===== src/rtl/utf16_group_to_utf8_transcoder_core_assert.svh =====
// Assertion macros for the UTF-16 group to UTF-8 transcoder.
// Included by the top level; no other dependencies.
`ifndef UTF16_GROUP_TO_UTF8_TRANSCODER_CORE_ASSERT_SVH
`define UTF16_GROUP_TO_UTF8_TRANSCODER_CORE_ASSERT_SVH

`define U16U8_ASSERT_IMPLY(label, clk, rst, ante, cons) \
  label: assert property (@(posedge clk) disable iff (rst) (ante) |-> (cons)) \
    else $error("u16u8 implication check failed");

`define U16U8_ASSERT_NEXT(label, clk, rst, ante, cons) \
  label: assert property (@(posedge clk) disable iff (rst) (ante) |=> (cons)) \
    else $error("u16u8 next-cycle check failed");

`endif


===== src/rtl/u16u8_pkg.sv =====
// Shared types and constants for the UTF-16 group to UTF-8 transcoder.
// No dependencies.
package u16u8_pkg;

  typedef enum logic [2:0] {
    PH_HDR_LO  = 3'd0,
    PH_HDR_HI  = 3'd1,
    PH_LEN_A   = 3'd2,
    PH_LEN_B   = 3'd3,
    PH_UNIT_LO = 3'd4,
    PH_UNIT_HI = 3'd5
  } phase_t;

  typedef enum logic [1:0] {
    ERR_NONE      = 2'd0,
    ERR_OVERRUN   = 2'd1,
    ERR_SURROGATE = 2'd2
  } err_t;

  localparam logic [7:0] LONG_LEN_BIT = 8'h80;
  localparam logic [16:0] HEADER_BYTES = 17'd2;

  // One queued command: up to three encoded bytes, then an optional closing result.
  typedef struct packed {
    logic [1:0]       nbytes;
    logic [2:0][7:0]  enc;
    logic             tail;
    logic             tail_valid;
    logic             tail_eos;
    logic             tail_eog;
    logic [15:0]      cnt;
    logic [16:0]      used;
    err_t             err;
  } cmd_t;

endpackage


===== src/rtl/utf16_group_to_utf8_transcoder_core.sv =====
// Top level of the UTF-16 string-group to UTF-8 transcoder.
// Depends on u16u8_pkg, u16u8_front, u16u8_fifo, u16u8_back and the assertion header.
`include "utf16_group_to_utf8_transcoder_core_assert.svh"

// The block takes one stream byte per cycle whenever its command queue has room; the
// front end parses headers, length prefixes and UTF-16 units one byte at a time.
// Each byte that yields output queues one command of one to four results, and the back
// end sends at most one result per cycle through its output register. A code unit (two
// input bytes) yields one result for an ASCII unit, two for a two-byte sequence and three
// for a three-byte sequence, plus one more result when the unit closes a string.
// After a group length overrun or a surrogate unit the error result is sent once and
// every later byte is accepted and dropped until reset.
module utf16_group_to_utf8_transcoder_core #(
  parameter int QUEUE_DEPTH = 4
) (
  input  logic        clk,
  input  logic        rst,
  input  logic        s_tvalid,
  output logic        s_tready,
  input  logic [7:0]  s_tdata,   // [7:0] in_byte
  output logic        m_tvalid,
  input  logic        m_tready,
  output logic [47:0] m_tdata,   // [7:0] out_byte, [23:8] string_count,
                                 // [40:24] bytes_consumed, [42:41] error_code, pad
  output logic [2:0]  m_tuser,   // [0] byte_valid, [1] end_of_string, [2] end_of_group
  output logic        m_tlast    // last
);
  import u16u8_pkg::*;

  logic push, pop, q_valid, q_full;
  cmd_t push_cmd, head;

  u16u8_front u_front (
    .clk      (clk),
    .rst      (rst),
    .s_tvalid (s_tvalid),
    .s_tready (s_tready),
    .s_tdata  (s_tdata),
    .q_full   (q_full),
    .push     (push),
    .push_cmd (push_cmd)
  );

  u16u8_fifo #(
    .DEPTH (QUEUE_DEPTH)
  ) u_fifo (
    .clk      (clk),
    .rst      (rst),
    .push     (push),
    .push_cmd (push_cmd),
    .pop      (pop),
    .head     (head),
    .q_valid  (q_valid),
    .q_full   (q_full)
  );

  u16u8_back u_back (
    .clk      (clk),
    .rst      (rst),
    .q_valid  (q_valid),
    .head     (head),
    .pop      (pop),
    .m_tvalid (m_tvalid),
    .m_tready (m_tready),
    .m_tdata  (m_tdata),
    .m_tuser  (m_tuser),
    .m_tlast  (m_tlast)
  );

  `U16U8_ASSERT_IMPLY(a_err_cmd_alone, clk, rst, push && (push_cmd.err != ERR_NONE), push_cmd.nbytes == 2'd0 && push_cmd.tail && !push_cmd.tail_valid)
  `U16U8_ASSERT_IMPLY(a_byte_no_err, clk, rst, m_tvalid && m_tuser[0], m_tdata[42:41] == ERR_NONE)
  `U16U8_ASSERT_IMPLY(a_eos_is_nul, clk, rst, m_tvalid && m_tuser[1], m_tuser[0] && m_tdata[7:0] == 8'd0 && m_tlast)
  `U16U8_ASSERT_NEXT(a_pop_no_push_full, clk, rst, q_full && !pop, q_full)

endmodule


===== src/rtl/u16u8_front.sv =====
// Front end: parses the group/string/unit byte stream and builds one command per byte
// that yields results. Depends on u16u8_pkg.
module u16u8_front (
  input  logic             clk,
  input  logic             rst,
  input  logic             s_tvalid,
  output logic             s_tready,
  input  logic [7:0]       s_tdata,   // [7:0] in_byte
  input  logic             q_full,
  output logic             push,
  output u16u8_pkg::cmd_t  push_cmd
);
  import u16u8_pkg::*;

  phase_t      phase, phase_next;
  logic [15:0] group_left, group_left_next;
  logic [15:0] declared_len, declared_len_next;
  logic [14:0] units_left, units_left_next;
  logic [7:0]  held_low, held_low_next;
  logic [6:0]  len_high, len_high_next;
  logic [15:0] strings_seen, strings_seen_next;
  logic        error_flag, error_flag_next;

  logic [15:0] gl_dec;
  logic [15:0] word;
  logic [14:0] ul_dec;
  logic [15:0] ss_inc;
  logic        start_str;
  logic [14:0] str_n;
  cmd_t        cmd;

  assign s_tready = !q_full;
  assign gl_dec   = group_left - 16'd1;
  assign word     = {s_tdata, held_low};
  assign ul_dec   = units_left - 15'd1;
  assign ss_inc   = strings_seen + 16'd1;

  always_comb begin
    phase_next        = phase;
    group_left_next   = group_left;
    declared_len_next = declared_len;
    units_left_next   = units_left;
    held_low_next     = held_low;
    len_high_next     = len_high;
    strings_seen_next = strings_seen;
    error_flag_next   = error_flag;
    start_str         = 1'b0;
    str_n             = '0;
    push              = 1'b0;
    cmd               = '0;
    if (s_tvalid && s_tready && !error_flag) begin
      unique case (phase)
        PH_HDR_LO: begin
          held_low_next = s_tdata;
          phase_next    = PH_HDR_HI;
        end
        PH_HDR_HI: begin
          declared_len_next = word;
          group_left_next   = word;
          strings_seen_next = '0;
          if (word == 16'd0) begin
            push           = 1'b1;
            cmd.tail       = 1'b1;
            cmd.tail_eog   = 1'b1;
            cmd.used       = HEADER_BYTES;
            phase_next     = PH_HDR_LO;
          end else begin
            phase_next = PH_LEN_A;
          end
        end
        PH_LEN_A: begin
          group_left_next = gl_dec;
          if ((s_tdata & LONG_LEN_BIT) != 8'd0) begin
            if (gl_dec == 16'd0) begin
              error_flag_next = 1'b1;
              push            = 1'b1;
              cmd.tail        = 1'b1;
              cmd.err         = ERR_OVERRUN;
            end else begin
              len_high_next = s_tdata[6:0];
              phase_next    = PH_LEN_B;
            end
          end else begin
            start_str = 1'b1;
            str_n     = {8'd0, s_tdata[6:0]};
          end
        end
        PH_LEN_B: begin
          group_left_next = gl_dec;
          start_str       = 1'b1;
          str_n           = {len_high, s_tdata};
        end
        PH_UNIT_LO: begin
          group_left_next = gl_dec;
          held_low_next   = s_tdata;
          phase_next      = PH_UNIT_HI;
        end
        PH_UNIT_HI: begin
          group_left_next = gl_dec;
          push            = 1'b1;
          if (word[15:11] == 5'b11011) begin
            error_flag_next = 1'b1;
            cmd.tail        = 1'b1;
            cmd.err         = ERR_SURROGATE;
          end else begin
            if (word < 16'h0080) begin
              cmd.nbytes = 2'd1;
              cmd.enc[0] = word[7:0];
            end else if (word < 16'h0800) begin
              cmd.nbytes = 2'd2;
              cmd.enc[0] = {3'b110, word[10:6]};
              cmd.enc[1] = {2'b10, word[5:0]};
            end else begin
              cmd.nbytes = 2'd3;
              cmd.enc[0] = {4'b1110, word[15:12]};
              cmd.enc[1] = {2'b10, word[11:6]};
              cmd.enc[2] = {2'b10, word[5:0]};
            end
            if (ul_dec == 15'd0) begin
              start_str = 1'b1;
            end else begin
              units_left_next = ul_dec;
              phase_next      = PH_UNIT_LO;
            end
          end
        end
        default: begin
          phase_next = PH_HDR_LO;
        end
      endcase

      if (start_str) begin
        if ({str_n, 1'b0} > group_left_next) begin
          error_flag_next = 1'b1;
          push            = 1'b1;
          cmd.tail        = 1'b1;
          cmd.err         = ERR_OVERRUN;
        end else begin
          units_left_next = str_n;
          if (str_n != 15'd0) begin
            phase_next = PH_UNIT_LO;
          end else begin
            push           = 1'b1;
            cmd.tail       = 1'b1;
            cmd.tail_valid = 1'b1;
            cmd.tail_eos   = 1'b1;
            if (group_left_next == 16'd0) begin
              cmd.tail_eog      = 1'b1;
              cmd.cnt           = ss_inc;
              cmd.used          = {1'b0, declared_len} + HEADER_BYTES;
              strings_seen_next = '0;
              phase_next        = PH_HDR_LO;
            end else begin
              strings_seen_next = ss_inc;
              phase_next        = PH_LEN_A;
            end
          end
        end
      end
    end
  end

  assign push_cmd = cmd;

  always_ff @(posedge clk) begin
    if (rst) begin
      phase        <= PH_HDR_LO;
      group_left   <= '0;
      declared_len <= '0;
      units_left   <= '0;
      held_low     <= '0;
      len_high     <= '0;
      strings_seen <= '0;
      error_flag   <= 1'b0;
    end else begin
      phase        <= phase_next;
      group_left   <= group_left_next;
      declared_len <= declared_len_next;
      units_left   <= units_left_next;
      held_low     <= held_low_next;
      len_high     <= len_high_next;
      strings_seen <= strings_seen_next;
      error_flag   <= error_flag_next;
    end
  end

endmodule


===== src/rtl/u16u8_fifo.sv =====
// Command queue between the front end and the back end.
// Depends on u16u8_pkg.
module u16u8_fifo #(
  parameter int DEPTH = 4
) (
  input  logic             clk,
  input  logic             rst,
  input  logic             push,
  input  u16u8_pkg::cmd_t  push_cmd,
  input  logic             pop,
  output u16u8_pkg::cmd_t  head,
  output logic             q_valid,
  output logic             q_full
);
  import u16u8_pkg::*;

  localparam int PW = $clog2(DEPTH);
  localparam int CW = $clog2(DEPTH + 1);

  cmd_t          mem [DEPTH];
  logic [PW-1:0] wr_ptr, rd_ptr;
  logic [CW-1:0] count;
  logic          do_push, do_pop;

  assign q_full  = count == CW'(DEPTH);
  assign q_valid = count != '0;
  assign do_push = push && !q_full;
  assign do_pop  = pop && q_valid;
  assign head    = mem[rd_ptr];

  always_ff @(posedge clk) begin
    if (do_push) begin
      mem[wr_ptr] <= push_cmd;
    end
  end

  always_ff @(posedge clk) begin
    if (rst) begin
      wr_ptr <= '0;
      rd_ptr <= '0;
      count  <= '0;
    end else begin
      if (do_push) begin
        wr_ptr <= (wr_ptr == PW'(DEPTH - 1)) ? '0 : wr_ptr + 1'b1;
      end
      if (do_pop) begin
        rd_ptr <= (rd_ptr == PW'(DEPTH - 1)) ? '0 : rd_ptr + 1'b1;
      end
      unique case ({do_push, do_pop})
        2'b10:   count <= count + 1'b1;
        2'b01:   count <= count - 1'b1;
        default: count <= count;
      endcase
    end
  end

endmodule


===== src/rtl/u16u8_back.sv =====
// Back end: expands queued commands into result transfers, one per cycle unless m_tready
// holds the output, through an output register. Depends on u16u8_pkg.
module u16u8_back (
  input  logic             clk,
  input  logic             rst,
  input  logic             q_valid,
  input  u16u8_pkg::cmd_t  head,
  output logic             pop,
  output logic             m_tvalid,
  input  logic             m_tready,
  output logic [47:0]      m_tdata,  // [7:0] out_byte, [23:8] string_count,
                                     // [40:24] bytes_consumed, [42:41] error_code, pad
  output logic [2:0]       m_tuser,  // [0] byte_valid, [1] end_of_string, [2] end_of_group
  output logic             m_tlast   // last
);
  import u16u8_pkg::*;

  logic [1:0]  idx;
  logic [2:0]  total;
  logic        is_last;
  logic        load;

  logic [7:0]  r_byte;
  logic        r_valid, r_eos, r_eog;
  logic [15:0] r_cnt;
  logic [16:0] r_used;
  err_t        r_err;

  logic [7:0]  out_byte;
  logic        byte_valid, end_of_string, end_of_group, last;
  logic [15:0] string_count;
  logic [16:0] bytes_consumed;
  err_t        error_code;

  assign total   = {1'b0, head.nbytes} + {2'b00, head.tail};
  assign is_last = ({1'b0, idx} + 3'd1) == total;
  assign load    = q_valid && (!m_tvalid || m_tready);
  assign pop     = load && is_last;

  always_comb begin
    if (idx < head.nbytes) begin
      r_byte  = head.enc[idx];
      r_valid = 1'b1;
      r_eos   = 1'b0;
      r_eog   = 1'b0;
      r_cnt   = '0;
      r_used  = '0;
      r_err   = ERR_NONE;
    end else begin
      r_byte  = '0;
      r_valid = head.tail_valid;
      r_eos   = head.tail_eos;
      r_eog   = head.tail_eog;
      r_cnt   = head.cnt;
      r_used  = head.used;
      r_err   = head.err;
    end
  end

  always_ff @(posedge clk) begin
    if (rst) begin
      m_tvalid <= 1'b0;
      idx      <= '0;
    end else begin
      if (load) begin
        m_tvalid <= 1'b1;
        idx      <= is_last ? 2'd0 : idx + 2'd1;
      end else if (m_tready) begin
        m_tvalid <= 1'b0;
      end
    end
  end

  always_ff @(posedge clk) begin
    if (load) begin
      out_byte       <= r_byte;
      byte_valid     <= r_valid;
      end_of_string  <= r_eos;
      end_of_group   <= r_eog;
      string_count   <= r_cnt;
      bytes_consumed <= r_used;
      error_code     <= r_err;
      last           <= is_last;
    end
  end

  assign m_tdata = {5'd0, error_code, bytes_consumed, string_count, out_byte};
  assign m_tuser = {end_of_group, end_of_string, byte_valid};
  assign m_tlast = last;

endmodule


===== config.mk =====
export PLATFORM = sky130hd
export DESIGN_NAME = utf16_group_to_utf8_transcoder_core
export DESIGN_NICKNAME = d
export VERILOG_FILES = /design/src/rtl/u16u8_pkg.sv /design/src/rtl/utf16_group_to_utf8_transcoder_core.sv /design/src/rtl/u16u8_front.sv /design/src/rtl/u16u8_fifo.sv /design/src/rtl/u16u8_back.sv
export VERILOG_INCLUDE_DIRS = /design/src /design/src/rtl
export SDC_FILE = /design/constraint.sdc
export NUM_CORES = 1
export LEC_CHECK = 0
export ABC_AREA = 1
export BUFFER_PORTS_ARGS = -buffer_cell sky130_fd_sc_hd__clkbuf_2
export CAP_MARGIN = 15
export CELL_PAD_IN_SITES_DETAIL_PLACEMENT = 1
export CELL_PAD_IN_SITES_GLOBAL_PLACEMENT = 2
export CORE_MARGIN = 1
export CORE_UTILIZATION = 28
export DETAILED_ROUTE_END_ITERATION = 7
export GPL_ROUTABILITY_DRIVEN = 0
export PLACE_DENSITY_LB_ADDON = 0.1
export RECOVER_POWER = 25
export SYNTH_ARGS = -nofsm -noshare
export SYNTH_HDL_FRONTEND = slang
export SYNTH_HIERARCHICAL = 1
export SYNTH_SLANG_ARGS = --single-unit

===== constraint.sdc =====
create_clock -name clk -period 5.9 [get_ports clk]
set_input_delay 0.295 -clock clk [delete_from_list [all_inputs] [get_ports clk]]
set_output_delay 0.295 -clock clk [all_outputs]
set_load 0.005 [all_outputs]

# Word-level counts from Yosys, hierarchy flattened
# Memories as Yosys holds them, arrays and structs flattened. A register that Yosys moved wholly into a read port is not among the register bits.
# Index checks and enable logic that the tools add are counted.
# W data, S select, Z words.
dict set report totals {
  regBits 139
  memories 1
  word_cells 155
  mem_bits_rw 260
}
dict set report op_classes {
  mux 80
  order_cmp 5
  bitwise_logic 1
  reduce_logical 24
  n_addsub 11
  eq_ne 12
}
# memory words width rd rd_clocked_by_memory_dff write_ports line
set memory_table {}
lappend memory_table {u_fifo.mem 4 65 1 1 1 u16u8_fifo.sv:20} ;# cmd_t mem [DEPTH];
# cell count
set ops {}
lappend ops {{$mux W16} 7}
lappend ops {{$mux W15} 6}
lappend ops {{$mux W65} 1}
lappend ops {{$mux W26} 2}
lappend ops {{$logic_not A16 Y1} 3}
lappend ops {{$mux W39} 1}
lappend ops {{$mux W37} 1}
lappend ops {{$mux W36} 1}
lappend ops {{$mux W34} 1}
lappend ops {{$pmux W16 S2} 1}
lappend ops {{$pmux W15 S2} 1}
lappend ops {{$mux W1} 25}
lappend ops {{$mux W2} 12}
lappend ops {{$mux W8} 3}
lappend ops {{$mux W3} 7}
lappend ops {{$pmux W3 S6} 1}
lappend ops {{$add A16 B2 Y17 const B} 1}
lappend ops {{$mux W17} 1}
lappend ops {{$add A16 B1 Y16 const B} 1}
lappend ops {{$bmux W8 S2} 1}
lappend ops {{$gt A16 B16 Y1} 1}
lappend ops {{$lt A16 B12 Y1 const B} 1}
lappend ops {{$lt A16 B8 Y1 const B} 1}
lappend ops {{$sub A16 B1 Y16 const B} 1}
lappend ops {{other kinds (34)} 52}

# Longest topological paths before layout
# Gate-level depths: netlist (run 1).
dict set report logic_depth {
  depth_word 13
  mapped_depth 31
  mapped_depth_nobuf 31
}

# Hierarchy
# The synthesis (run 1) kept the hierarchy.
# module area_per_inst_um2 n_inst cells_each
set by_module_without_submodules {}
lappend by_module_without_submodules {u16u8_fifo 10471.3 1 700}
lappend by_module_without_submodules {u16u8_front 6804.0 1 1158}
lappend by_module_without_submodules {u16u8_back 2358.5 1 223}

# Worst setup path after synthesis (run 1)
# OpenSTA, ideal clock, no wires.
dict set report synth_path {
  path_type {reg-to-reg}
  startpoint {reg u_front.group_left[0]}
  endpoint {mem u_fifo/mem[0][0] in the netlist's numbering (enable)}
  stages_incl_launch_ff 20
  t_arrival_ns 5.537
  setup_time_ns 0.489
  path_slack_ns -0.125
  path_cell_list {dfxtp_1 inv_1 ha_1 nand3_1 nor2_1 xor2_1 nand2_1 nand2_1 inv_1 ha_1 nand4_1 a21oi_1 nor2_1 o21ai_0 nand2_2 inv_1 o21ai_0 a41oi_1 nand2_1 nor2_1}
}
dict set report synth_between {
  elab_chain_len 12
}
# element line
set synth_rtl {}
lappend synth_rtl {{start: declaration} u16u8_front.sv:16} ;# logic [15:0] group_left, group_left_next;
lappend synth_rtl {{start signal: assignment} u16u8_front.sv:177} ;# group_left <= group_left_next;
lappend synth_rtl {{branches (longest 7 deep; another with $sub A16 B1 Y16)} -}
lappend synth_rtl {{$mux W1 *} u16u8_front.sv:132} ;# if (start_str) begin
lappend synth_rtl {{$mux W1 *} u16u8_front.sv:51} ;# if (s_tvalid && s_tready && !error_flag) begin
lappend synth_rtl {{via push} utf16_group_to_utf8_transcoder_core.sv:30} ;# logic push, pop, q_valid, q_full;
lappend synth_rtl {{$logic_and A1 B1 Y1 *} u16u8_fifo.sv:27} ;# assign do_push = push && !q_full;
lappend synth_rtl {{$mux W1 *} u16u8_fifo.sv:32} ;# if (do_push) begin
lappend synth_rtl {{$mux W1 (implied by the code) *} u16u8_fifo.sv:33} ;# mem[wr_ptr] <= push_cmd;
lappend synth_rtl {{end: declaration} u16u8_fifo.sv:20}
# Mark *: on every way through the listed nets, which the timed path passes. The select of a mux whose other input is x is not followed.

# Worst setup path after layout (run 1)
dict set report layout_path {
  startpoint {reg u_front.phase[1]}
  endpoint {mem u_fifo/mem[1][30] in the netlist's numbering (enable)}
}
dict set report layout_between {
  elab_chain_len 11
}
# element line
set layout_rtl {}
lappend layout_rtl {{start: declaration} u16u8_front.sv:15} ;# phase_t phase, phase_next;
lappend layout_rtl {{start signal: assignment} u16u8_front.sv:176} ;# phase <= phase_next;
lappend layout_rtl {{$eq A3 B3 Y1 or $eq A3 B2 Y1 (tied branches)} u16u8_front.sv:52} ;# unique case (phase)
lappend layout_rtl {{$reduce_or A4 Y1 (no source line) or $pmux W15 S2 (tied branches)} -}
lappend layout_rtl {{$pmux W16 S2 or $mux W15 (tied branches)} {u16u8_front.sv:52, u16u8_front.sv:51}}
lappend layout_rtl {{$mux W16 or $reduce_bool A15 Y1 (tied branches)} {u16u8_front.sv:51, u16u8_front.sv:140}}
lappend layout_rtl {{$gt A16 B16 Y1 or $mux W1 (tied branches)} {u16u8_front.sv:133, u16u8_front.sv:140}}
lappend layout_rtl {{$mux W1} u16u8_front.sv:133} ;# if ({str_n, 1'b0} > group_left_next) begin
lappend layout_rtl {{$mux W1 *} u16u8_front.sv:132}
lappend layout_rtl {{$mux W1 *} u16u8_front.sv:51}
lappend layout_rtl {{via push} utf16_group_to_utf8_transcoder_core.sv:30}
lappend layout_rtl {{$logic_and A1 B1 Y1 *} u16u8_fifo.sv:27}
lappend layout_rtl {{$mux W1 *} u16u8_fifo.sv:32}
lappend layout_rtl {{$mux W1 (implied by the code) *} u16u8_fifo.sv:33}
# Mark *: on every way through the listed nets, which the timed path passes. The rest lies on a longest branch. The select of a mux whose other input is x is not followed.

==> results_dict.tcl, run 1 <==
set metrics [dict create \
    drt-pass1-iter-count 5 \
    setup.reg_to_reg.worst_slack_ns 0.83 \
    post-cts-setup-buffer-count 0 \
    cell_count_after_placement 2993 \
    postSynth.asyncResetShare_pct 0 \
    clockRootBuffer "sky130_fd_sc_hd__clkbuf_16" \
    synth_top_flop_cell "sky130_fd_sc_hd__edfxtp_1" \
    initial_core_util_pct 28.5 \
    yosys_warnings 6 \
    fillers 7926 \
    clock-skew-final_ns 0.0451 \
    grt_start_max_net_pins 72 \
    synth_top_area_cell "sky130_fd_sc_hd__edfxtp_1" \
    cts.repair.resized 0 \
    power.density_mw_per_mm2 323 \
    synthDistinctLibCells 52 \
    most_frequent_standard_cell_in_the_layout_excluding_fill_and_tap_cells "sky130_fd_sc_hd__nor2_1" \
    maximum_net_fanout_on_the_critical_path 39 \
    outcome "finished, violations left" \
    cts_hold_buf 1 \
    capture_endpoint_of_the_worst_hold_path "u_front/len_high[0]" \
    synth-edff-count 307 \
    worstHoldPathType "in2reg" \
    setup_total_negative_slack_ns 0 \
    endpoint_kind "flop" \
    tritoncts "yes" \
    cts-root-to-sink-buffers 3 \
    kind_of_start_point_of_the_critical_path "flop" \
    netlist.area_leader.share_pct 47.0 \
    utilization_pct 32.4 \
    synth_top_cells_by_area "sky130_fd_sc_hd__edfxtp_1, sky130_fd_sc_hd__dfxtp_1, sky130_fd_sc_hd__nor2_1" \
    drc_errors 0 \
    cts_made_buffers 50 \
    required_ns 6.15 \
    drt.antenna.violating_nets 0 \
    rows 96 \
    top_library_cells_by_usage_in_the_layout_fill_and_taps_aside "sky130_fd_sc_hd__nor2_1, sky130_fd_sc_hd__nand2_1, sky130_fd_sc_hd__edfxtp_1, sky130_fd_sc_hd__inv_1, sky130_fd_sc_hd__o21ai_0" \
    globalRoute.totalOverflow 0 \
    transition_time_at_the_pin_with_the_least_slew_margin_ns 2.01 \
    violations "max-capacitance violations, max-slew violations" \
    setup_slack_ns 0.829 \
    final_max_slew_viol_count 82 \
    max-vdd-ir-drop_v 0.000193 \
    cp.arrival_ns 5.32 \
    drt-vias-per-instance 4.64 \
    drt_iter0_drc 650 \
    io_pins 66 \
    clkLatencyLatePin_ns 0.61 \
    design.die.area_mm2 0.0712 \
    r2r_endpoint "u_fifo/mem[1][30]" \
    min_period_over_period_pct 85.9 \
    clock_pin_slew_on_the_worst_setup_and_hold_paths_ns 0.06 \
    port-buffer-count 60 \
    design.core.area_mm2 0.0689 \
    die_y_um 267 \
    area_growth_syn_to_layout_pct 13.8 \
    hold_path_depth 3 \
    grt_setup_unrepaired "no" \
    hold_violations 0 \
    antenna_cells 0 \
    achievable-frequency_ghz 0.197 \
    kind_of_critical_path "reg2reg" \
    slew_headroom_pct -33.7 \
    place_hpwl_um 38900 \
    layout_min_cycle_time_ns 5.07 \
    wire_length_of_the_first_global_routing_pass_um 89800 \
    routed_wire_length_per_instance_um 18.9 \
    setup_violations 0 \
    grt_antenna_before_repair 0 \
    totalWireLength_um 58400 \
    synth_seq_area_share_pct 56.5 \
    synth.cell_area_mm2 0.0196 \
    cell_depth_of_the_worst_flop_to_flop_path 19 \
    avgSynthCellArea_um2 9.43 \
    final_layout_size_suffix_gt1_share_pct 11.8 \
    worst_hold_slack_ns 0.124 \
    grt_pass1_vias 14700 \
    htree_levels 2 \
    static-leakage-power_uw 0.00872 \
    die-width_um 267 \
    min-delay-start "s_tdata[0]" \
    placement.setup.worst_slack_ns 0.898 \
    dr_total_vias 14300 \
    post_synth_inst_count 2081 \
    max-cap-violations 2 \
    final_cell_count_no_fill 3086 \
    grt_util_all_layers_pct 16.6 \
    startpoint "u_front/phase[1]" \
    tritoncts_num_sinks 401 \
    ys_seq_elements 401 \
    r2r-start "u_front/phase[1]" \
    fin_nets 2159 \
]
==> synthesized netlist by cell type (17+ instances only) <==
master,count
sky130_fd_sc_hd__a21oi_1,91
sky130_fd_sc_hd__nand3_1,74
sky130_fd_sc_hd__o21ai_0,191
sky130_fd_sc_hd__buf_2,24
sky130_fd_sc_hd__o21ai_1,35
sky130_fd_sc_hd__nor2_2,22
sky130_fd_sc_hd__clkbuf_1,44
sky130_fd_sc_hd__dfxtp_1,94
sky130_fd_sc_hd__o22ai_2,20
sky130_fd_sc_hd__nor2_1,320
sky130_fd_sc_hd__inv_2,17
sky130_fd_sc_hd__inv_1,231
sky130_fd_sc_hd__xor2_1,20
sky130_fd_sc_hd__ha_1,31
sky130_fd_sc_hd__nand2_1,305
sky130_fd_sc_hd__o22ai_1,47
sky130_fd_sc_hd__nor2_4,33
sky130_fd_sc_hd__edfxtp_1,307
==> routing by layer <==
metal	global-route usage, %	share of wire [%]	up-vias
met5	0	0	-
met4	4.49	2.0	0
met3	2.20	2.8	66
met2	27.7	47	157
met1	22.4	48	7015
li1	-	-	7073
==> registers in the layout (all words and copies together) (netlist names), 8 cells and up, named ones only <==
| signal | count |
|---|---|
| u_front/declared_len | 16 |
| u_front/units_left | 15 |
| u_back/out_byte | 8 |
| u_back/string_count | 16 |
| u_front/group_left | 16 |
| u_front/strings_seen | 16 |
| u_fifo/mem | 260 |
| u_back/bytes_consumed | 17 |
| u_front/held_low | 8 |
==> logic make-up (layout without fill, tap and decap cells) <==
group	after synthesis	after routing	synth area share [%]
adder cells (fa/ha/maj)	32	32	2.08
AO/OA/AOI/OAI	429	429	12.7
buffers and inverters	354	423	8.04
other	2	7	0.0383
XOR/XNOR	24	24	1.07
AND/OR/NAND/NOR	839	839	19.6
flip-flops	401	401	56.5
==> worst max path at each step <==
stage,end,cells after the start
after CTS,u_fifo/mem[1][30],19
after detailed placement,u_fifo/mem[3][30],19
after global placement,u_fifo/mem[3][30],19
after global routing,u_fifo/mem[1][30],19
final,u_fifo/mem[1][30],19
after floorplan,u_fifo/mem[0][0],19
==> critical path: stages, from the launching register on <==
cell and delay [ns]:
sky130_fd_sc_hd__dfxtp_1 0.44, sky130_fd_sc_hd__inv_1 0.12, sky130_fd_sc_hd__nand2_1 0.17, sky130_fd_sc_hd__nand2_4 0.17, sky130_fd_sc_hd__nor2_4 0.43, sky130_fd_sc_hd__a22oi_1 0.12, sky130_fd_sc_hd__nand2_1 0.15, sky130_fd_sc_hd__inv_1 0.06
sky130_fd_sc_hd__ha_1 0.29, sky130_fd_sc_hd__nand2_1 0.07, sky130_fd_sc_hd__nor2_1 0.11, sky130_fd_sc_hd__nand4_1 0.18, sky130_fd_sc_hd__o21ai_0 0.27, sky130_fd_sc_hd__nand2_2 0.18, sky130_fd_sc_hd__inv_1 0.12, sky130_fd_sc_hd__o21ai_0 0.11
sky130_fd_sc_hd__a41oi_1 0.42, sky130_fd_sc_hd__nand2_1 0.37, sky130_fd_sc_hd__nor2_4 0.54, sky130_fd_sc_hd__buf_12 0.32
==> final cells by class <==
cell class | count | area [um2] | area share (%)
Clock buffer | 62 | 1330 | 5.93
Clock inverter | 30 | 362 | 1.62
Inverter | 249 | 940 | 4.20
Multi-Input combinational cell | 1331 | 6990 | 31.3
Sequential cell | 401 | 11100 | 49.7
Tap cell | 931 | 1160 | 5.21
Timing Repair Buffer | 82 | 460 | 2.06
==> through the flow <==
stage	power [uW]	instance area (um2)
final	7210	22400
after global placement	4170	20700
after detailed placement	4180	20700
after floorplan	3890	19700
after global routing	7570	22400
after CTS	7360	22400
==> power by group <==
part	total, uW	switching [uW]	internal, uW
logic	892	624	267
clock network	3120	1250	1870
registers	3200	74.5	3130
Power figures use the tool's default switching activity.
==> run 2, diff against run 1 <==
Settings changed: BUFFER_PORTS_ARGS -buffer_cell sky130_fd_sc_hd__clkbuf_2 to -buffer_cell sky130_fd_sc_hd__buf_4.
Clock period 5.9 ns to 5.35 ns, I/O delays scaled along.
==> results_dict.tcl, run 2 (same netlist as run 1, synthesis figures left out) <==
set metrics [dict create \
    drc_errors 0 \
    placement.setup.worst_slack_ns 0.597 \
    drt-pass1-iter-count 5 \
    grt_antenna_before_repair 1 \
    clock-skew-final_ns 0.0490 \
    grt_start_max_net_pins 75 \
    fin_nets 2170 \
    critPathMaxStageDelay_ns 0.49 \
    hold_violations 0 \
    max-cap-violations 3 \
    required_ns 5.63 \
    wire_length_of_the_first_global_routing_pass_um 91500 \
    cpMostUsedCell "sky130_fd_sc_hd__inv_1" \
    clockRootBuffer "sky130_fd_sc_hd__clkbuf_16" \
    drt.antenna.violating_nets 0 \
    violations "max-capacitance violations, max-slew violations" \
    antenna_cells 0 \
    die_y_um 267 \
    setup_slack_ns 0.577 \
    post-cts-setup-buffer-count 0 \
    cts_made_buffers 49 \
    reg.largest.list "u_fifo/mem x260, u_back/bytes_consumed x17" \
    area_growth_syn_to_layout_pct 14.9 \
    utilization_pct 32.7 \
    most_frequent_standard_cell_in_the_layout_excluding_fill_and_tap_cells "sky130_fd_sc_hd__nor2_1" \
    initial_core_util_pct 28.5 \
    setup_violations 0 \
    cts-root-to-sink-buffers 3 \
    slew_headroom_pct -115 \
    final_max_slew_viol_count 191 \
    largest-register "u_fifo/mem" \
    kind_of_critical_path "reg2reg" \
    worst-path-buf-inv 6 \
    die-width_um 267 \
    place_hpwl_um 39800 \
    max-vdd-ir-drop_v 0.000225 \
    rows 96 \
    drt-vias-per-instance 4.66 \
    clkLatencyLatePin_ns 0.61 \
    design.core.area_mm2 0.0689 \
    achievable-frequency_ghz 0.210 \
    io_pins 66 \
    top_library_cells_by_usage_in_the_layout_fill_and_taps_aside "sky130_fd_sc_hd__nor2_1, sky130_fd_sc_hd__edfxtp_1, sky130_fd_sc_hd__nand2_1, sky130_fd_sc_hd__inv_1, sky130_fd_sc_hd__o21ai_0" \
    endpoint_kind "flop" \
    tritoncts "yes" \
    outcome "finished, violations left" \
    worst_path_dominant_cell_family "simple AND/OR/NAND/NOR gates" \
    transition_time_at_the_pin_with_the_least_slew_margin_ns 3.23 \
    kind_of_start_point_of_the_critical_path "flop" \
    grt_util_all_layers_pct 16.9 \
    drt_iter0_drc 686 \
    cp.arrival_ns 5.05 \
    routed_wire_length_per_instance_um 19.1 \
    maximum_net_fanout_on_the_critical_path 19 \
    cpMaxStageDelayCell "sky130_fd_sc_hd__nor2_4" \
    power.density_mw_per_mm2 350 \
    largest_reg_flops 260 \
    min_period_over_period_pct 89.2 \
    grt_pass1_vias 15100 \
    clock_pin_slew_on_the_worst_setup_and_hold_paths_ns 0.06 \
    htree_levels 2 \
    totalWireLength_um 59200 \
    static-leakage-power_uw 0.00887 \
    grt_setup_unrepaired "no" \
    layout_min_cycle_time_ns 4.77 \
    cp_cell_sequence "inv_1 > nand2_2 > nand2_4 > nor2_4 > a22oi_1 > nand2_1 > inv_1 > ha_1 > nand2_1 > inv_1 > nand4_1 > o21ai_0 > nand2_2 > inv_1 > o21ai_0 > a41oi_1 > nand2_1 > buf_4 > nor2_4 > buf_12" \
    worst_hold_slack_ns 0.0582 \
    dr_total_vias 14400 \
    worstHoldPathType "in2reg" \
    globalRoute.totalOverflow 0 \
    final_layout_size_suffix_gt1_share_pct 13.6 \
    design.die.area_mm2 0.0712 \
    tritoncts_num_sinks 401 \
    port-buffer-count 60 \
]
==> run 2: changes by cell type in the layout (fill, tap and decap cells not counted), sizes merged <==
| cell | change |
|---|---|
| dlygate4sd3 | +2 |
| bufinv | -1 |
| buf | +16 |
| inv | +1 |
| clkbuf | -8 |
| clkinvlp | +1 |
==> run 2: worst paths after layout <==
path                             from                   to  slack (ns)  cells past startpoint
setup reg to reg     u_front/phase[1]    u_fifo/mem[2][32]        0.58                     20
setup / recovery     u_front/phase[1]    u_fifo/mem[2][32]        0.58                     20
hold reg to reg   u_front/len_high[1]  u_front/len_high[1]        0.46                      2
hold / removal             s_tdata[3]  u_front/held_low[3]        0.06                      3
==> run 2: through the flow <==
stage / cell area (um2) / total power [uW] / setup TNS [ns] / cells
global route: 22600 / 8270 / 0 / 3097
CTS: 22600 / 8030 / 0 / 3097
floorplan: 19700 / 4290 / -175.56 / 2086
finish: 22600 / 7890 / 0 / 3097
global placement: 21000 / 4640 / 0 / 3003
detailed placement: 21000 / 4640 / 0 / 3003
==> run 2: what timing repair did <==
item                       in CTS  in global routing
hold endpoints to repair        3                  0
setup endpoints to repair       0                  0
resized for setup               0                  0
hold buffers                    3                  0
==> run 2: worst register-to-register path, cell delays in order, from the launching register on <==
cell and delay, ns:
sky130_fd_sc_hd__dfxtp_1 0.44, sky130_fd_sc_hd__inv_1 0.13, sky130_fd_sc_hd__nand2_2 0.13, sky130_fd_sc_hd__nand2_4 0.16, sky130_fd_sc_hd__nor2_4 0.49, sky130_fd_sc_hd__a22oi_1 0.17, sky130_fd_sc_hd__nand2_1 0.16, sky130_fd_sc_hd__inv_1 0.06
sky130_fd_sc_hd__ha_1 0.29, sky130_fd_sc_hd__nand2_1 0.06, sky130_fd_sc_hd__inv_1 0.07, sky130_fd_sc_hd__nand4_1 0.16, sky130_fd_sc_hd__o21ai_0 0.24, sky130_fd_sc_hd__nand2_2 0.18, sky130_fd_sc_hd__inv_1 0.10, sky130_fd_sc_hd__o21ai_0 0.11
sky130_fd_sc_hd__a41oi_1 0.40, sky130_fd_sc_hd__nand2_1 0.15, sky130_fd_sc_hd__buf_4 0.20, sky130_fd_sc_hd__nor2_4 0.48, sky130_fd_sc_hd__buf_12 0.26
==> run 2: report_power, final <==
| part | internal [uW] | leakage, uW | switching (uW) |
|---|---|---|---|
| clock network | 1940 | 0.000764 | 1390 |
| logic | 323 | 0.00432 | 701 |
| registers | 3450 | 0.00379 | 82.7 |
==> run 2: cell type report <==
class / instances / area, um2
sequential: 401 / 11100
inverter: 249 / 940
clock buffer: 60 / 1270
fill: 7934 / 46400
multi-input combinational: 1331 / 7000
tap: 931 / 1160
timing repair buffer: 94 / 754
clock inverter: 31 / 328
==> run 2: per-layer routing <==
| layer | vias to the layer above | wire length (um) | track usage, % |
|---|---|---|---|
| met3 | 73 | 1330 | 1.92 |
| met4 | 0 | 1290 | 4.61 |
| met1 | 7121 | 28900 | 22.8 |
| li1 | 7089 | - | - |
| met5 | - | 0 | 0 |
| met2 | 144 | 27700 | 28.4 |
